==> src/hdl/ecpb_pkg.sv <==
// ----------------------------------------------------------------------------
// ecpb_pkg - shared types and codes of the colour palette builder
// Command and status codes, field widths and the control word that walks
// the cell chain next to each item.
// ----------------------------------------------------------------------------
`default_nettype none

package ecpb_pkg;

	localparam int ENTRIES_DEF = 256;
	localparam int COLOUR_W    = 16;
	localparam int CMD_W       = 2;
	localparam int STATUS_W    = 2;
	localparam int INDEX_W     = 8;
	localparam int COUNT_W     = 9;

	localparam logic [CMD_W-1:0] CMD_INSERT = 2'd0;
	localparam logic [CMD_W-1:0] CMD_LOOKUP = 2'd1;
	localparam logic [CMD_W-1:0] CMD_CLEAR  = 2'd2;

	localparam logic [STATUS_W-1:0] ST_OK      = 2'd0;
	localparam logic [STATUS_W-1:0] ST_FULL    = 2'd1;
	localparam logic [STATUS_W-1:0] ST_MISSING = 2'd2;

	// control part of an item in flight through the chain
	typedef struct packed {
		logic             valid;
		logic [CMD_W-1:0] cmd;
		logic             hit;
	} tok_ctl_t;

endpackage

`default_nettype wire

==> src/hdl/ecpb_cell.sv <==
// ----------------------------------------------------------------------------
// ecpb_cell - one palette entry of the cell chain
// Holds one colour and its valid bit. An item passing by compares, claims
// the entry on a new insert, or drops it on clear, and picks up the count.
// ----------------------------------------------------------------------------
`default_nettype none

module ecpb_cell
	import ecpb_pkg::*;
#(
	parameter int ENTRIES  = ENTRIES_DEF,
	parameter int CELL_IDX = 0,
	localparam int IDX_W   = $clog2(ENTRIES),
	localparam int CNT_W   = $clog2(ENTRIES + 1)
) (
	input  wire logic                clk,
	input  wire logic                arst_n,
	input  wire logic                en,
	input  wire tok_ctl_t            ctl_i,
	input  wire logic [COLOUR_W-1:0] colour_i,
	input  wire logic [IDX_W-1:0]    pos_i,
	input  wire logic [CNT_W-1:0]    cnt_i,
	output tok_ctl_t                 ctl_o,
	output logic      [COLOUR_W-1:0] colour_o,
	output logic      [IDX_W-1:0]    pos_o,
	output logic      [CNT_W-1:0]    cnt_o
);

	logic [COLOUR_W-1:0] entry_q;
	logic                vld_q;

	logic                vld_d;
	logic                wr;
	logic                hit_d;
	logic [IDX_W-1:0]    pos_d;
	logic                match;

	assign match = vld_q && (entry_q == colour_i);

	always_comb begin
		vld_d = vld_q;
		wr    = 1'b0;
		hit_d = ctl_i.hit;
		pos_d = pos_i;
		if (ctl_i.valid) begin
			case (ctl_i.cmd)
				CMD_INSERT: begin
					if (!ctl_i.hit) begin
						if (match) begin
							hit_d = 1'b1;
							pos_d = IDX_W'(CELL_IDX);
						end else if (!vld_q) begin
							// first free slot: append here
							wr    = 1'b1;
							vld_d = 1'b1;
							hit_d = 1'b1;
							pos_d = IDX_W'(CELL_IDX);
						end
					end
				end
				CMD_LOOKUP: begin
					if (!ctl_i.hit && match) begin
						hit_d = 1'b1;
						pos_d = IDX_W'(CELL_IDX);
					end
				end
				CMD_CLEAR: begin
					vld_d = 1'b0;
				end
				default: begin
				end
			endcase
		end
	end

	always_ff @(posedge clk or negedge arst_n) begin
		if (!arst_n) begin
			vld_q <= 1'b0;
			ctl_o <= '0;
		end else if (en) begin
			vld_q       <= vld_d;
			ctl_o.valid <= ctl_i.valid;
			ctl_o.cmd   <= ctl_i.cmd;
			ctl_o.hit   <= hit_d;
		end
	end

	always_ff @(posedge clk) begin
		if (en) begin
			if (wr) begin
				entry_q <= colour_i;
			end
			colour_o <= colour_i;
			pos_o    <= pos_d;
			cnt_o    <= cnt_i + CNT_W'(vld_d);
		end
	end

endmodule

`default_nettype wire

==> config.mk <==
export PLATFORM = sky130hd
export DESIGN_NAME = ecpb_cell
export DESIGN_NICKNAME = d
export VERILOG_FILES = /design/src/hdl/ecpb_pkg.sv /design/src/hdl/ecpb_cell.sv
export SDC_FILE = /design/constraint.sdc
export NUM_CORES = 1
export LEC_CHECK = 0
export ABC_AREA = 1
export BUFFER_PORTS_ARGS = -buffer_cell sky130_fd_sc_hd__buf_2
export CORE_ASPECT_RATIO = 0.8
export CORE_MARGIN = 3
export CORE_UTILIZATION = 50
export CTS_CLUSTER_SIZE = 40
export DETAILED_ROUTE_END_ITERATION = 16
export PLACE_DENSITY = 0.86
export SYNTH_ARGS = -nofsm -noshare
export SYNTH_HDL_FRONTEND = slang
export SYNTH_SLANG_ARGS = --single-unit
==> constraint.sdc <==
create_clock -name clk -period 2.8 [get_ports clk]
set_input_delay 0.28 -clock clk [delete_from_list [all_inputs] [get_ports clk]]
set_output_delay 0.28 -clock clk [all_outputs]
set_load 0.02 [all_outputs]
=== Word-level counts from Yosys, hierarchy flattened ===
Index checks and enable logic that the tools add are counted.

* Register bits after elaboration: 54
* Input bits: 40
* Output and inout port bits: 37
* Word-level logic and storage cells: 37

* $add $sub $neg: 1
* Equality and inequality tests: 3
* Multiplexer cells: 20
* Reductions and logical operators: 5

{| class="wikitable"
|+ Operators with widths
! kind !! number
|-
| 8-bit 2-to-1 mux || 5
|-
| 16-bit == test || 1
|-
| 8-bit case mux with 2 select lines || 1
|-
| 1-bit 2-to-1 mux || 12
|-
| 9-bit by 1-bit adder with 9-bit output || 1
|-
| 1-bit case mux with 2 select lines || 2
|-
| 2-bit by 1-bit == test with 1-bit output, second input constant || 1
|-
| 2-bit == test, second input constant || 1
|-
| 1-bit logical AND || 2
|-
| 2-bit zero test || 1
|-
| 2-bit AND reduction || 1
|-
| 1-bit zero test || 1
|}

=== Logic depth before layout (Yosys ltp) ===
* Depth after elaboration: 7
* Mapped depth: 10
* Gate-level depth less buffers: 10

=== Worst setup path after synthesis ===
OpenSTA, ideal clock, no wires.

* Path kind: register to register
* Start point: register vld_q
* End point: register entry_q[0], enable pin
* Setup time: 0.430 ns
* Arrival time: 2.072 ns
* Data required time: 2.370 ns
* Path slack: 0.298 ns
* Stages on the path, launching flop included: 2
* Path buffers: 0
* Clock period less this slack: 2.502 ns
* Cell sequence: dfrtp_1 > nor4_1

* Longest elaborated chain between the ends: 6
* Elaborated cells on any way between the ends: 7
* Classes of those cells: mux: 5; reduce/logical: 2

{| class="wikitable"
|+ Ends and longest elaborated chain
! item !! RTL line !! source
|-
| start, declared || ecpb_cell.sv:30 || <nowiki>logic vld_q;</nowiki>
|-
| start signal, assigned || ecpb_cell.sv:81 || <nowiki>vld_q <= vld_d;</nowiki>
|-
| 1-bit 2-to-1 mux or 1-bit logical AND (tied branches) || ecpb_cell.sv:52, ecpb_cell.sv:38 ||
|-
| 1-bit 2-to-1 mux * || ecpb_cell.sv:49 || <nowiki>if (match) begin</nowiki>
|-
| 1-bit 2-to-1 mux * || ecpb_cell.sv:48 || <nowiki>if (!ctl_i.hit) begin</nowiki>
|-
| 1-bit 2-to-1 mux * || ecpb_cell.sv:46 || <nowiki>case (ctl_i.cmd)</nowiki>
|-
| 1-bit 2-to-1 mux * || ecpb_cell.sv:45 || <nowiki>if (ctl_i.valid) begin</nowiki>
|-
| 2-bit AND reduction (no source line) * || - ||
|-
| end signal, assigned || ecpb_cell.sv:91 || <nowiki>entry_q <= colour_i;</nowiki>
|-
| end, declared || ecpb_cell.sv:29 || <nowiki>logic [COLOUR_W-1:0] entry_q;</nowiki>
|}

Every way passes the cells marked *; elsewhere a longest branch is shown, timed or not.
A chain may end at the register's enable or synchronous reset.

=== Worst setup path in the final report ===
* Start point: register vld_q
* End point: register cnt_o[8] (data pin)

* Longest elaborated chain between the ends: 6

{| class="wikitable"
|+ Ends and longest elaborated chain
! item !! RTL line !! source
|-
| 1-bit logical AND || ecpb_cell.sv:38 || <nowiki>assign match = vld_q && (entry_q == colour_i);</nowiki>
|-
| 1-bit 2-to-1 mux || ecpb_cell.sv:49 ||
|-
| 1-bit 2-to-1 mux || ecpb_cell.sv:48 ||
|-
| 1-bit case mux with 2 select lines || ecpb_cell.sv:46 ||
|-
| 1-bit 2-to-1 mux * || ecpb_cell.sv:45 ||
|-
| net vld_d || ecpb_cell.sv:32 || <nowiki>logic vld_d;</nowiki>
|-
| 9-bit by 1-bit adder with 9-bit output * || ecpb_cell.sv:95 || <nowiki>cnt_o <= cnt_i + CNT_W'(vld_d);</nowiki>
|-
| end signal, assigned || ecpb_cell.sv:95 ||
|-
| end, declared || ecpb_cell.sv:26 || <nowiki>output logic [CNT_W-1:0] cnt_o</nowiki>
|}

Mark *: on every way through the listed nets, which the timed path passes. The rest lies on a longest branch.

==> results summary <==
The number of global-route vias before repair came out at 1463. The maximum VDD drop is 0.4223 mV. In this run, synthesis produced a sequential element count of between 50 and 60. The data arrival time of the critical path is around 2100 ps.

The total power consumption of the routed design came out at roughly 1.7 mW. The vertical die dimension is approximately 67 um. The setup violation total in the final timing report came out at 0. The largest net degree at the start of global routing came out at 24. The count of pins on the block boundary is 77. The synthesized design contains 49 enable-type register cells. The power density over the cells is 572.5 nW/um^2. In the synthesized netlist the dominant register cell turns out to be sky130_fd_sc_hd__edfxtp_1. The number of iterations in the first detailed-routing pass is 4. Setup total negative slack on the finished layout was measured at 0 ps. The final weighted congestion in routability-driven placement came out at between 0.7 and 0.8. The number of gates resized after cts came out at 0.

The quantity of I/O buffers inserted on ports came out at 76. The startpoint identified for the worst hold timing path is colour_i[8]. Counting every sink on the clock net gives 54. Dividing the final minimum period by the clock period gives 0.7280. When the netlist entered floorplanning its net count stood at 249. In this run the cell area measured after placement is approximately 2800 um^2.

Including well taps, the total number of placed cells is 342. Of the synthesized area, sequential elements account for 0.6894. The slack of the worst reg-to-reg path came out at about 760 ps. The initial antenna violation count came out at 0. Synthesis produced a netlist whose cell count is 207.

After floorplanning, the core was divided into 21 placement rows. After routing the design area is 2902 um^2. By area the synthesized netlist is led by sky130_fd_sc_hd__edfxtp_1 64%, sky130_fd_sc_hd__nand2_1 7.3%, sky130_fd_sc_hd__inv_1 6.5%. The achievable clock frequency came out at 490.6 MHz.

The worst max-slew margin expressed relative to the limit came out at 0.7283. The critical-path maximum fanout is 6. The H-tree level count came out at 2.

The die outline area came out at approximately 5500 um^2. The HPWL after detailed placement is 3230 um. The horizontal die dimension came out at 82.09 um.

The first global-routing pass estimated 6479 um of wire. By instance count, the leading cell after synthesis is sky130_fd_sc_hd__edfxtp_1. The final number of max-transition violations came out at 0.

The effective utilization at floorplan is 0.5375. Setup repair after global routing left no endpoint under its margin. The clock skew came out at 6.839 ps. In the final layout, the share of cells above drive strength 1 is 0.3311. The mean routed wirelength per cell came out at 12.02 um.

The number of different library cells used by synthesis comes to 23. The critical path is of the reg -> reg type. The worst setup path is captured at a flop. The flow ran to the end, and the final reports show no timing, DRC or antenna violations. The number of buffers between clock root and the deepest sink is 2. The hold slack is between 150 and 200 ps. The initial detailed-routing violation count is 105. The clock tree root buffer cell is sky130_fd_sc_hd__clkbuf_8. The analysis attributes to cell leakage a power of 1.381 nW.

The number of standard cells in the layout, taps in and fillers out is 350. The net count of the finished layout is 335. The count of cells along the worst hold path came out at 1. The total core area came out at 4309 um^2. The routed metal-1 wirelength came out at 1770 um. The global-route usage over all layers is 0.1639. The worst register-to-register path ends at cnt_o[8]$_DFFE_PP_. The number of filler cells placed in the layout is 349.

The number of hold violations in the final report is 0. The average via count per standard cell came out at 4.609. The path class of the tightest hold or removal check is in -> reg. The final critical path time including I/O delays and setup is about 2000 ps.

The CTS tree is done. The antenna diode count came out at 0. The clock transition at the registers of the reported paths came out at about 90 ps. The max-cap check violation count came out at 0. Summing every instance area after synthesis gives 2316 um^2. The routed length on met3 came out at 297 um. The overall overflow remaining after global route is 0. The required arrival time at the worst endpoint is 2860 ps. The total CTS buffers is 5. The number of cells on the worst reg-to-reg path is 8. In this run the remaining antenna-violating nets after routing total 0. The detailed router used layers up to and including met4. The total wire length is 4208 um. The worst hold path terminates at entry_q[8]$_DFFE_PP_. For this block, the via count after detailed routing is approximately 1600. Wire segments on met2 add up to 2072 um in the final route. The number of remaining DRC errors came out at 0. The startpoint identified for the worst register-to-register timing path is vld_q$_DFFE_PN0P_. At the pin with the least slew margin, the transition time is 407.6 ps. Dividing the synthesized area by the synthesized cell count gives around 11 um^2. The share of the synthesized area in the top cell type is 0.6353. The fraction of synthesis flops using an asynchronous set or reset pin came out at 0.09259. Compared with the post-synthesis result, the final layout area differs by 25.28%.

Summed over all instances, the cell type with the most area after synthesis is sky130_fd_sc_hd__edfxtp_1. After synthesis, the most frequently instantiated cells are 49 x sky130_fd_sc_hd__edfxtp_1, 45 x sky130_fd_sc_hd__nand2_1, 40 x sky130_fd_sc_hd__inv_1. The count of synthesis-stage warnings from yosys came out at 0. The worst setup path is launched from a flop. The insertion delay to the later sink of the worst-skew pair is 300 ps.
where the power goes:
group	total (mW)	internal (mW)	switching [mW]
sequential	0.949	0.933	0.0162
combinational	0.219	0.0761	0.142
clock	0.494	0.259	0.235
area by class of cell:
cell class,count,area [um^2],area share
Sequential cell,54,1597,0.5502
Multi-Input combinational cell,112,571.8,0.1971
Timing Repair Buffer,79,405.4,0.1397
Inverter,41,153.9,0.05304
Tap cell,57,71.32,0.02458
Clock buffer,5,68.82,0.02372
Clock inverter,2,33.78,0.01164
layout by cell type, fill, tap and decap left out, drive strengths merged:
cell type and count:
buf 78, edfxtp 49, nand2 48, inv 41
nor2 28, a21oi 12, xor2 6, nand3 6
clkbuf 5, dfrtp 5, o21ai 4, xnor2 2
ha 2, nor3b 1, nor3 1, nand4 1
nor4 1, bufinv 1, clkinv 1, dlygate4sd3 1
cells by family (layout without fill, tap and decap cells):
kind of cell,Yosys count,count (layout),synth area share
xor gates and xnor gates,8,8,0.03026
and+or+nand+nor,86,86,0.1621
adders and majority gates,2,2,0.01080
buffers and inverters,41,127,0.06645
AOI/OAI and AO/OA,16,16,0.04106
DFF,54,54,0.6894
worst max-delay path by stage:
stage                 startpoint                    to  slack, ps  depth (start not counted)
2_1_floorplan  vld_q$_DFFE_PN0P_  entry_q[0]$_DFFE_PP_        300                          1
3_3_place_gp            ctl_i[2]    cnt_o[8]$_DFFE_PP_        680                         10
3_5_place_dp            ctl_i[1]    cnt_o[8]$_DFFE_PP_        610                         10
4_1_cts        vld_q$_DFFE_PN0P_    cnt_o[8]$_DFFE_PP_        730                          8
5_1_grt        vld_q$_DFFE_PN0P_    cnt_o[8]$_DFFE_PP_        530                          8
6_report       vld_q$_DFFE_PN0P_    cnt_o[8]$_DFFE_PP_        760                          8
through the flow:
stage / utilization / setup WS (ps)
after global placement: 0.6472 / 683.2
after global routing: 0.6733 / 527.9
after CTS: 0.6733 / 730.1
after detailed placement: 0.6472 / 611.7
final: 0.6733 / 761.6
after floorplan: - / 297.9
layer usage:
| layer | vias to the layer above | GRT usage |
|---|---|---|
| met3 | 8 | 0.04324 |
| met4 | 0 | 0.06846 |
| met2 | 54 | 0.2792 |
| met1 | 719 | 0.1959 |
| met5 | - | 0 |
| li1 | 832 | - |
sequential cells by signal, summed over array words and instances (netlist names):
register and cells:
colour_o 16, pos_o 8, ctl_o 4, entry_q 16, vld_q 1, cnt_o 9
worst max-delay path, cell delays in order (launching register included):
cell	delay [ps]
sky130_fd_sc_hd__dfrtp_1	440
sky130_fd_sc_hd__a21oi_1	60
sky130_fd_sc_hd__o21ai_1	190
sky130_fd_sc_hd__ha_1	210
sky130_fd_sc_hd__ha_1	180
sky130_fd_sc_hd__nand3_1	130
sky130_fd_sc_hd__nor3b_1	310
sky130_fd_sc_hd__nand3_1	130
sky130_fd_sc_hd__xnor2_1	140
what timing repair did:
item / CTS / global route
hold buffers: 1 / 0
setup buffers: 0 / 0
endpoints found under the hold margin: 5 / 0
No activity file was read; power rests on OpenSTA's default activity.
