`config.mk`:
```
export PLATFORM = sky130hd
export DESIGN_NAME = ecpb_out
export DESIGN_NICKNAME = d
export VERILOG_FILES = /design/src/hdl/ecpb_pkg.sv /design/src/hdl/ecpb_out.sv
export SDC_FILE = /design/constraint.sdc
export NUM_CORES = 1
export LEC_CHECK = 0
export ABC_AREA = 1
export BUFFER_PORTS_ARGS = -buffer_cell sky130_fd_sc_hd__buf_2
export CORE_ASPECT_RATIO = 1.5
export CORE_UTILIZATION = 39
export DETAILED_ROUTE_END_ITERATION = 10
export PLACE_DENSITY = 0.76
export SLEW_MARGIN = 20
export SYNTH_ARGS = -nofsm -noshare
export SYNTH_HDL_FRONTEND = slang
export SYNTH_SLANG_ARGS = --single-unit
```
`constraint.sdc`:
```
create_clock -name clk -period 1.73 [get_ports clk]
set_clock_uncertainty 0.1 [all_clocks]
set_input_delay 0.173 -clock clk [delete_from_list [all_inputs] [get_ports clk]]
set_output_delay 0.173 -clock clk [all_outputs]
set_load 0.03 [all_outputs]
```
`src/hdl/ecpb_pkg.sv`:
```
// ----------------------------------------------------------------------------
// ecpb_pkg - shared types and codes of the colour palette builder
// Command and status codes, field widths and the control word that walks
// the cell chain next to each item.
// ----------------------------------------------------------------------------
`default_nettype none

package ecpb_pkg;

	localparam int ENTRIES_DEF = 256;
	localparam int COLOUR_W    = 16;
	localparam int CMD_W       = 2;
	localparam int STATUS_W    = 2;
	localparam int INDEX_W     = 8;
	localparam int COUNT_W     = 9;

	localparam logic [CMD_W-1:0] CMD_INSERT = 2'd0;
	localparam logic [CMD_W-1:0] CMD_LOOKUP = 2'd1;
	localparam logic [CMD_W-1:0] CMD_CLEAR  = 2'd2;

	localparam logic [STATUS_W-1:0] ST_OK      = 2'd0;
	localparam logic [STATUS_W-1:0] ST_FULL    = 2'd1;
	localparam logic [STATUS_W-1:0] ST_MISSING = 2'd2;

	// control part of an item in flight through the chain
	typedef struct packed {
		logic             valid;
		logic [CMD_W-1:0] cmd;
		logic             hit;
	} tok_ctl_t;

endpackage

`default_nettype wire

```
`src/hdl/ecpb_out.sv`:
```
// ----------------------------------------------------------------------------
// ecpb_out - result register of the palette builder
// Turns the item leaving the chain into status, index and count, and holds
// it until the receiver takes it. Drives the chain advance enable.
// ----------------------------------------------------------------------------
`default_nettype none

module ecpb_out
	import ecpb_pkg::*;
#(
	parameter int ENTRIES = ENTRIES_DEF,
	localparam int IDX_W  = $clog2(ENTRIES),
	localparam int CNT_W  = $clog2(ENTRIES + 1)
) (
	input  wire logic                clk,
	input  wire logic                arst_n,
	input  wire tok_ctl_t            ctl_i,
	input  wire logic [IDX_W-1:0]    pos_i,
	input  wire logic [CNT_W-1:0]    cnt_i,
	output logic                     adv,
	output logic                     m_tvalid,
	input  wire logic                m_tready,
	output logic      [23:0]         m_tdata,
	output logic      [STATUS_W-1:0] m_tuser
);

	logic [STATUS_W-1:0]      status_d;
	logic [IDX_W+INDEX_W-1:0] pos_ext;
	logic [CNT_W+COUNT_W-1:0] cnt_ext;
	logic [INDEX_W-1:0]       index_d;
	logic [COUNT_W-1:0]       count_d;
	logic [STATUS_W-1:0]      status_q;
	logic [INDEX_W-1:0]       index_q;
	logic [COUNT_W-1:0]       count_q;

	assign adv = !m_tvalid || m_tready;

	always_comb begin
		status_d = ST_OK;
		if (!ctl_i.hit) begin
			if (ctl_i.cmd == CMD_INSERT) begin
				status_d = ST_FULL;
			end else if (ctl_i.cmd == CMD_LOOKUP) begin
				status_d = ST_MISSING;
			end
		end
	end

	// wide palettes report the low bits only
	assign pos_ext = {{INDEX_W{1'b0}}, pos_i};
	assign cnt_ext = {{COUNT_W{1'b0}}, cnt_i};
	assign index_d = ctl_i.hit ? pos_ext[INDEX_W-1:0] : '0;
	assign count_d = cnt_ext[COUNT_W-1:0];

	always_ff @(posedge clk or negedge arst_n) begin
		if (!arst_n) begin
			m_tvalid <= 1'b0;
		end else if (adv) begin
			m_tvalid <= ctl_i.valid;
		end
	end

	always_ff @(posedge clk) begin
		if (adv) begin
			status_q <= status_d;
			index_q  <= index_d;
			count_q  <= count_d;
		end
	end

	assign m_tuser = status_q;
	assign m_tdata = {7'b0, count_q, index_q};

endmodule

`default_nettype wire

```
Word level (Yosys, flattened, before mapping) --
Index checks and enable logic that the tools add are counted.
Cells by class: equal/unequal tests 1, muxes and demuxes 2, reductions and logical operators 4
Operator list (number):
- == test 2 x 1 -> 1 bit (second input constant) | 1
- logical NOT 2 bit | 1
- 2-to-1 mux 2 bit | 1
- OR reduction 2 bit | 1
- logical NOT 1 bit | 1
- logical OR 1 bit | 1
- 2-to-1 mux 1 bit | 1
Storage, ports and cells: register bits after elaboration 20, input bits 24, output and inout bits 28, word-level logic and storage cells 12

Longest topological paths before layout --
Gate-level depths: netlist of run 1.
word-level depth 3, depth in mapped cells 4, depth with buffers taken out 3

Worst setup path after synthesis of run 1 --
Ideal clock, no wire load.
kind reg2reg, start point register m_tvalid, end point register count_q[0], enable pin, setup time 0.386 ns, data arrival time 1.154 ns, required time 1.244 ns, path slack 0.090 ns, stages on the path, launching flop included 2, path buffers 0, cell sequence dfrtp_1 nand2_1
On the way: cells in the longest elaborated chain, start to end 2
RTL lines:
- from (decl) | line ecpb_out.sv:21 | output logic m_tvalid,
- from (signal assigned) | line ecpb_out.sv:59 | m_tvalid <= ctl_i.valid;
- logical NOT 1 bit | line ecpb_out.sv:36 | assign adv = !m_tvalid || m_tready;
- logical OR 1 bit | line ecpb_out.sv:36
- named net adv | line ecpb_out.sv:20 | output logic adv,
- to (signal assigned) | line ecpb_out.sv:67 | count_q <= count_d;
- to (decl) | line ecpb_out.sv:34 | logic [COUNT_W-1:0] count_q;
The timed path passes the listed nets, and every way through them passes these cells. A chain may end at the register's enable or synchronous reset.

Final worst setup path of run 1 --
start point register m_tvalid, end point output port adv
On the way: cells in the longest elaborated chain, start to end 2
RTL lines (line):
- logical NOT 1 bit | ecpb_out.sv:36
- logical OR 1 bit | ecpb_out.sv:36
- to (decl) | ecpb_out.sv:20
Every way passes these cells.

==> metrics, run 1 <==
Num Clock Sinks 20; Seq. cell area 596 sq um; status finished, final reports clean; number of placed cells counting well taps 119; Post-Synth Simple-Gate Area 6.72%; Routability Congestion 0.637; Worst setup EP type output port; post-route cell area 1110 sq um; Synth Area in Compound Gates 0%; clock-pin slew on the worst setup and hold paths 0.10 ns; Remaining DRCs 0; largest net degree at the start of global routing 22; TritonCTS clock tree yes; RSZ-0062 raised after global routing false; Row Count 19; vias in the first global route 531; Initial Utilization 41.7%; proportion of layout cells with a drive suffix above 1 44.2%; count of cell types in the netlist 10; Iter 0 DRT Violations 11; Max Cap Violations 0; initial antenna violation count 0; count of pins over their slew limit 0; Synth Instances 55; f_max 0.659 GHz; Boundary Pins 52; Hold Path Class in2reg; DIE AREA 2140 sq um; Startpoint Class flop; placed inst area 976 sq um; postcts setup bufs 0; Static Leak 0.591 nW; final hold vios 0; met1 wire length 493 microns; commonest non-fill, non-tap cell in the layout buf_2; synthesized cell area 763 sq um; Pwr Density 895 nW/um^2; post-cts sizing count 0; Pwr Total 0.000996 W; Initial DRT Pass Iterations 4; DR vias/cell 4.07; CTS buffer count 3; Routed WL 1.36 mm; Die H 56.2 microns; R2R depth 2; Core Region 1830 sq um; post-route insts no fill 134; Vias 545; worst skew pair latency 0.28 ns; # hold bufs at CTS 11; main combinational cell family by area after synthesis buffers and inverters; mux cell area share after synthesis 0%; Fillers 167; Area Growth Syn to Fin 45.7%; diode count 0; Worst EP arrival 1.24 ns; sequential fraction of the synthesis area 78.0%; Bufs on Longest Clock Path 2; area used by multi-input combinational logic 77.6 sq um; Detailed Place HPWL 1.01 mm; H-Tree Depth 1; met3 WL 169 microns; Setup TNS 0 ns; antenna-violating nets left 0; first-pass GRT wire length 2.08 mm; adder-cell share of the synthesized area 0%; per-cell routed wire length 10.2 microns; I/O Buffers 44; most frequent cells in the layout buf_2, edfxtp_1, inv_1; GRT overflow 0; flops & latches, synth 20; Ys Warns 0; XOR/XNOR Fraction of Synth Area 0%; met2 routed WL 678 microns; Root Driver clkbuf_4; Critical Path RT 1.46 ns; Die X 38.1 microns; Final Critical Period 1.52 ns; hold depth 3; final period utilization 87.7%; max layer used met4; Total GRT Usage 14.1%; Avg Cell Area, Syn 13.9 sq um; Crit Path Class reg2out; setup violators final 0; Worst Path Max Fanout 21; Final nets 138; Peak VDD IR 0.468 mV
[through the flow]
step                worst slack (ns)  utilization (%)  hold slack, ns
detailed placement             0.523             53.3          -0.151
CTS                            0.196             60.8          0.0242
finish                         0.214             60.8          0.0312
floorplan                     0.0899                -          -0.223
global route                   0.130             60.8          0.0392
global placement               0.550             53.3          -0.152
[area by class of cell]
cell class | count | area share, %
flip-flops and latches | 20 | 53.5
repair buffers | 56 | 30.4
multi-input cells | 20 | 6.97
inverters | 13 | 4.39
clock buffers | 4 | 2.36
well taps | 21 | 2.36
[where the power goes]
part,internal (W),switching (W)
combinational,0.0000657,0.000139
sequential,0.000571,0.00000817
clock,0.0000896,0.000122
total,0.000726,0.000270
[Yosys cell counts, drive strengths merged]
library cell  instances  area share [%]
buf                   8             8.4
conb                  1            0.49
dfrtp                 1             3.3
edfxtp               19              75
inv                  13             6.4
nand2                11             5.7
nor2                  2            0.98
[per-layer routing]
layer,track usage (%),vias to the layer above
met1,14.8,223
met5,0,-
met4,7.65,0
met3,2.40,4
li1,-,272
met2,24.7,46
[final timing paths]
check	to	slack [ns]	from
worst max-delay path	adv	0.21	m_tvalid$_DFFE_PN0P_
worst max register to register	index_q[3]$_SDFFCE_PN0P_	0.61	m_tvalid$_DFFE_PN0P_
worst min-delay path	index_q[4]$_SDFFCE_PN0P_	0.03	pos_i[4]
worst min register to register	m_tvalid$_DFFE_PN0P_	0.64	m_tvalid$_DFFE_PN0P_
max in group asynchronous	m_tvalid$_DFFE_PN0P_	1.35	arst_n
min in group asynchronous	m_tvalid$_DFFE_PN0P_	0.10	arst_n
[cell families after synthesis]
group,Yosys count
other,1
AND/OR/NAND/NOR,13
flip-flops,20
buffers and inverters,21
[critical path, cell delays in order, from the launching register on]
cell and delay (ns):
dfrtp_1 0.38, nand2_1 0.07, buf_4 0.26, buf_2 0.25
[state kept, by name, indices dropped and copies added (netlist names)]
register	count
m_tuser	2
count_q	9
index_q	8
m_tvalid	1
No activity file was read; power rests on OpenSTA's default activity.
==> run 2: changes to the inputs <==
--- a/config.mk
+++ b/config.mk
@@ -5,12 +5,10 @@
 export SDC_FILE = /design/constraint.sdc
 export NUM_CORES = 1
 export LEC_CHECK = 0
-export ABC_AREA = 1
 export BUFFER_PORTS_ARGS = -buffer_cell sky130_fd_sc_hd__buf_2
-export CORE_ASPECT_RATIO = 1.5
-export CORE_UTILIZATION = 39
+export CORE_UTILIZATION = 38
 export DETAILED_ROUTE_END_ITERATION = 10
-export PLACE_DENSITY = 0.76
+export PLACE_DENSITY = 0.75
 export SLEW_MARGIN = 20
 export SYNTH_ARGS = -nofsm -noshare
 export SYNTH_HDL_FRONTEND = slang
==> run 2 against run 1 <==
Compared with the run above:
- highest routed layer unchanged
- flip-flop and latch count is the same
- critical path depth is the same
- hold slack better by 0.033 ns
- critical endpoint unchanged
==> metrics, run 2 <==
status finished, final reports clean; antenna-violating nets left 0 (unchanged); first-pass GRT wire length 2.05 mm (-1.3%); Bufs on Longest Clock Path 2 (unchanged); Worst EP arrival 1.26 ns (+0.02 ns); share of the synthesized area in the top cell type 78.5% (+3.7 points); Peak VDD IR 0.387 mV (-17%); Core Region 1760 sq um (-3.6%); Startpoint Class flop; Final nets 124 (-10%); Yosys top cell by area edfxtp_1; sw frac 25.9% (-1.1 points); TritonCTS clock tree yes; diode count 0 (unchanged); I/O Buffers 44 (unchanged); final core utilization 62.5% (+1.7 points); top cells by area, synth edfxtp_1, buf_4, and2_1; Most used DFF post-synth edfxtp_1; Fillers 134 (-20%); Boundary Pins 52 (unchanged); Ys Warns 0 (unchanged); Remaining DRCs 0 (unchanged); Pwr Total 0.00103 W (+3.9%); Synth Instances 40 (-27%); Die X 45.7 microns (+20%); placed inst area 956 sq um (-2.1%); Initial Utilization 41.2% (-0.49 points); Avg Cell Area, Syn 18.2 sq um (+31%); critical path cell sequence nand2b_1 -> buf_4 -> buf_2; DR vias/cell 4.16 (+2.3%); Worst setup EP type output port; sequential fraction of the synthesis area 81.9% (+3.9 points); RSZ-0062 raised after global routing false; Root Driver clkbuf_4; per-cell routed wire length 12.2 microns (+19%); area used by multi-input combinational logic 101 sq um (+31%); Die H 45.7 microns (-19%); Pwr Density 938 nW/um^2 (+4.8%); largest net degree at the start of global routing 22 (unchanged); clock-pin slew on the worst setup and hold paths 0.10 ns (about the same); worst skew pair latency 0.28 ns (about the same); post-route cell area 1100 sq um (-0.90%); initial antenna violation count 0 (unchanged); DIE AREA 2090 sq um (-2.3%); Hold Path Class in2reg; GRT overflow 0 (unchanged); Routed WL 1.51 mm (+10%); Row Count 15 (-4); Seq. cell area 596 sq um (unchanged); H-Tree Depth 1 (unchanged); count leader, synth edfxtp_1; commonest non-fill, non-tap cell in the layout buf_2; Total GRT Usage 14.7% (+0.64 points); Sequential Power Share 56.1% (-2.0 points); Net Switching 0.000268 W (-0.51%); worst stage delay on the critical path 0.39 ns (about the same); Num Clock Sinks 20 (unchanged); Pint 0.000766 W (+5.5%); most frequent cells in the layout buf_2, edfxtp_1, dlygate4sd3_1; Clock Power Share 24.2% (+2.9 points); post-cts sizing count 0 (unchanged); Initial DRT Pass Iterations 4 (unchanged); f_max 0.654 GHz (-0.82%); Final Critical Period 1.53 ns (+0.0126 ns); setup violators final 0 (unchanged); CTS buffer count 3 (unchanged); Gate power share 19.7% (-0.9 points); Critical Path RT 1.46 ns (about the same); FFs w/ async S/R, synth 5.00% (unchanged); Setup TNS 0 ns (unchanged); Static Leak 0.508 nW (-14%); leading cell types by count after synthesis edfxtp_1, and2_1, buf_4; Worst Path Max Fanout 21 (unchanged); max FFs per register 9 (unchanged); count of pins over their slew limit 0 (unchanged); Area Growth Syn to Fin 51.6%; count of cell types in the netlist 8 (-2); number of synthesized flops with an enable pin 19 (unchanged); Max Cap Violations 0 (unchanged); proportion of layout cells with a drive suffix above 1 49.5% (+5.2 points); Reg with most FFs count_q; Iter 0 DRT Violations 13 (+2); Routability Congestion 0.576 (-9.6%); Crit Path Class reg2out; Critical-path top delay cell dfrtp_1; vias in the first global route 503 (-5.3%); flops & latches, synth 20 (unchanged); synthesized cell area 727 sq um (-4.8%); final hold vios 0 (unchanged); final period utilization 88.4% (+0.73 points); Vias 516 (-5.3%)
[run 2: final cells by class]
class	instances	share of cell area [%]
Multi-Input combinational cell	19	9.19
Tap cell	25	2.84
Sequential cell	20	54.0
Clock buffer	4	3.29
Timing Repair Buffer	56	30.6
[run 2: repair_timing]
item,in CTS,in global routing
hold buffers,11,0
buffers inserted,0,0
endpoints found under the hold margin,11,0
[run 2: metal layers]
metal / vias up / GRT usage [%] / part of all wire [%]
met2: 41 / 27.7 / 52
li1: 245 / - / -
met3: 4 / 3.97 / 13
met4: 0 / 10.0 / 2.1
met5: - / 0 / 0
met1: 226 / 13.4 / 33
[run 2: power by group through the flow]
stage / Combinational [W] / Sequential [W] / Clock, W
CTS: 0.000201 / 0.000578 / 0.000264
global placement: 0.000179 / 0.000589 / 0
finish: 0.000204 / 0.000580 / 0.000250
floorplan: 0.0000530 / 0.000667 / 0
detailed placement: 0.000181 / 0.000589 / 0
global route: 0.000216 / 0.000583 / 0.000274
[run 2: worst max-delay path, delay by kind of cell, from the launching register on]
kind,cells,cell delay (ns)
buffers and inverters,2,0.50
DFF,1,0.39
and+or+nand+nor,1,0.07
[run 2: path summary, 6_finish.rpt]
check                                startpoint  cells past startpoint  slack (ns)                        to
max                        m_tvalid$_DFFE_PN0P_                      3        0.20                       adv
min                                    pos_i[7]                      2        0.06  index_q[7]$_SDFFCE_PN0P_
max reg2reg                m_tvalid$_DFFE_PN0P_                      2        0.60      count_q[4]$_DFFE_PP_
min reg2reg                m_tvalid$_DFFE_PN0P_                      3        0.66      m_tvalid$_DFFE_PN0P_
max in group asynchronous                arst_n                      2        1.34      m_tvalid$_DFFE_PN0P_
min in group asynchronous                arst_n                      2        0.10      m_tvalid$_DFFE_PN0P_
[run 2: logic make-up after synthesis]
group,count (synthesis),synth area share [%]
buf+inv,7,7.23
flops,20,81.9
other cells,1,0.516
simple gates,12,10.3
[run 2: through the flow]
stage / cells / hold WS (ns) / setup WS (ns)
6_report: 124 / 0.0641 / 0.201
4_1_cts: 124 / 0.0507 / 0.195
5_1_grt: 124 / 0.0455 / 0.125
3_3_place_gp: 109 / -0.151 / 0.540
3_5_place_dp: 109 / -0.147 / 0.534
2_1_floorplan: 46 / -0.223 / 0.0334
==> run 3: changes to the inputs <==
--- a/config.mk
+++ b/config.mk
@@ -9,6 +9,8 @@
 export CORE_UTILIZATION = 38
 export DETAILED_ROUTE_END_ITERATION = 10
 export PLACE_DENSITY = 0.75
+export RECOVER_POWER = 50
+export SETUP_SLACK_MARGIN = 0.05
 export SLEW_MARGIN = 20
 export SYNTH_ARGS = -nofsm -noshare
 export SYNTH_HDL_FRONTEND = slang
==> run 3 against run 2 <==
Compared with the run above:
- cell count did not move
- critical endpoint is now m_tuser[0]$_SDFFCE_PP0P_
- via count down 2.5%
- critical path type is now reg2reg
- core utilization increased by 0.21 points
- first-iteration DRC count shrank 77%
==> metrics, run 3 (synthesis results as in run 2) <==
Pint 0.000866 W (+13%); Final Critical Period 1.31 ns (-0.223 ns); Row Count 15 (unchanged); most frequent cells in the layout buf_2, edfxtp_1, dlygate4sd3_1; H-Tree Depth 1 (unchanged); Num Clock Sinks 20 (unchanged); Core Region 1760 sq um (unchanged); Bufs on Longest Clock Path 2 (unchanged); Critical Path RT 1.57 ns (+0.11 ns); reg2reg setup slack 0.42 ns (-0.18 ns); Clock Power Share 31.8% (+7.6 points); Setup TNS 0 ns (unchanged); post-route cell area 1110 sq um (+0.34%); Sequential Power Share 51.0% (-5.1 points); initial antenna violation count 0 (unchanged); Area Growth Syn to Fin 52.2%; Initial DRT Pass Iterations 2 (-2); Boundary Pins 52 (unchanged); Total GRT Usage 11.9% (-2.8 points); Routed WL 1.33 mm (-12%); Crit Path Class reg2reg; worst skew pair latency 0.28 ns (about the same); placed inst area 958 sq um (+0.26%); Initial Utilization 41.2% (unchanged); DR vias/cell 4.06 (-2.5%); RSZ-0062 raised after global routing false; Net Switching 0.000272 W (+1.4%); Static Leak 0.481 nW (-5.4%); largest net degree at the start of global routing 21 (-4.5%); Pwr Density 1030 nW/um^2 (+9.7%); final period utilization 75.5% (-13 points); GRT overflow 0 (unchanged); Max Cap Violations 0 (unchanged); proportion of layout cells with a drive suffix above 1 40.4% (-9.1 points); sw frac 23.9% (-2.0 points); Remaining DRCs 0 (unchanged); count of pins over their slew limit 0 (unchanged); Worst setup EP type flop; Fillers 152 (+13%); max FFs per register 9 (unchanged); diode count 0 (unchanged); CTS buffer count 3 (unchanged); commonest non-fill, non-tap cell in the layout buf_2; TritonCTS clock tree yes; Reg with most FFs count_q; Iter 0 DRT Violations 3 (-10); Routability Congestion 0.563 (-2.1%); Die H 45.7 microns (unchanged); status finished, final reports clean; per-cell routed wire length 10.7 microns (-12%); Root Driver clkbuf_4; vias in the first global route 415 (-17%); Worst Path Max Fanout 20 (-4.8%); Detailed Place HPWL 827 microns; clock-pin slew on the worst setup and hold paths 0.10 ns (about the same); DIE AREA 2090 sq um (unchanged); Die X 45.7 microns (unchanged); Final nets 124 (unchanged); Startpoint Class flop; Peak VDD IR 0.468 mV (+21%); I/O Buffers 44 (unchanged); Vias 503 (-2.5%); final core utilization 62.7% (+0.21 points); Worst EP arrival 1.15 ns (-0.11 ns); final hold vios 0 (unchanged); Hold Path Class in2reg; setup violators final 0 (unchanged); first-pass GRT wire length 1.69 mm (-18%); f_max 0.766 GHz (+17%); antenna-violating nets left 0 (unchanged); Gate power share 17.1% (-2.6 points)
## run 3: cell type report
type	count	area, sq um	share of cell area [%]
sequential	20	596	53.8
tap	25	31.3	2.83
clock buffer	3	22.5	2.04
multi-input combinational	19	104	9.39
clock inverter	1	30.0	2.71
timing repair buffer	56	323	29.2
## run 3: power by group through the flow
stage / Combinational (W) / Sequential (W) / Clock (W)
2_1_floorplan: 0.0000535 / 0.000667 / 0
3_3_place_gp: 0.000180 / 0.000589 / 0
3_5_place_dp: 0.000181 / 0.000590 / 0
4_1_cts: 0.000201 / 0.000580 / 0.000374
5_1_grt: 0.000208 / 0.000583 / 0.000382
6_report: 0.000195 / 0.000581 / 0.000362
## run 3: worst paths after layout
path	start	endpoint	cells past startpoint
worst max register to register	m_tvalid$_DFFE_PN0P_	m_tuser[0]$_SDFFCE_PP0P_	2
min in group asynchronous	arst_n	m_tvalid$_DFFE_PN0P_	2
worst max-delay path	m_tvalid$_DFFE_PN0P_	m_tuser[0]$_SDFFCE_PP0P_	2
worst min register to register	m_tvalid$_DFFE_PN0P_	m_tvalid$_DFFE_PN0P_	3
worst min-delay path	ctl_i[1]	m_tuser[0]$_SDFFCE_PP0P_	2
max in group asynchronous	arst_n	m_tvalid$_DFFE_PN0P_	2
## run 3: repair_timing
action | CTS | global route
buffers inserted | 0 | 0
endpoints found under the setup margin | 0 | 0
gates resized for setup | 0 | 0
hold buffers | 11 | 0
endpoints found under the hold margin | 11 | 0
## run 3: worst max-delay path: stages (launching register included)
cell	delay (ns)
dfrtp_1	0.40
nand2b_2	0.07
clkbuf_2	0.39
## run 3: per-layer routing
metal / share of wire [%] / GRT usage, % / up-vias
li1: - / - / 245
met1: 35 / 10.4 / 223
met2: 51 / 22.6 / 35
met3: 14 / 4.37 / 0
met4: 0 / 7.06 / 0
met5: 0 / 0 / -
## run 3: stage by stage
| step | hold WS (ns) | cells | setup WS (ns) | total power [W] |
|---|---|---|---|---|
| after CTS | 0.0515 | 124 | 0.489 | 0.00115 |
| final | 0.0639 | 124 | 0.424 | 0.00114 |
| after detailed placement | -0.151 | 109 | 0.598 | 0.000771 |
| after global routing | 0.0616 | 124 | 0.365 | 0.00117 |
| after global placement | -0.151 | 109 | 0.627 | 0.000769 |
| after floorplan | -0.223 | 46 | 0.342 | 0.000720 |
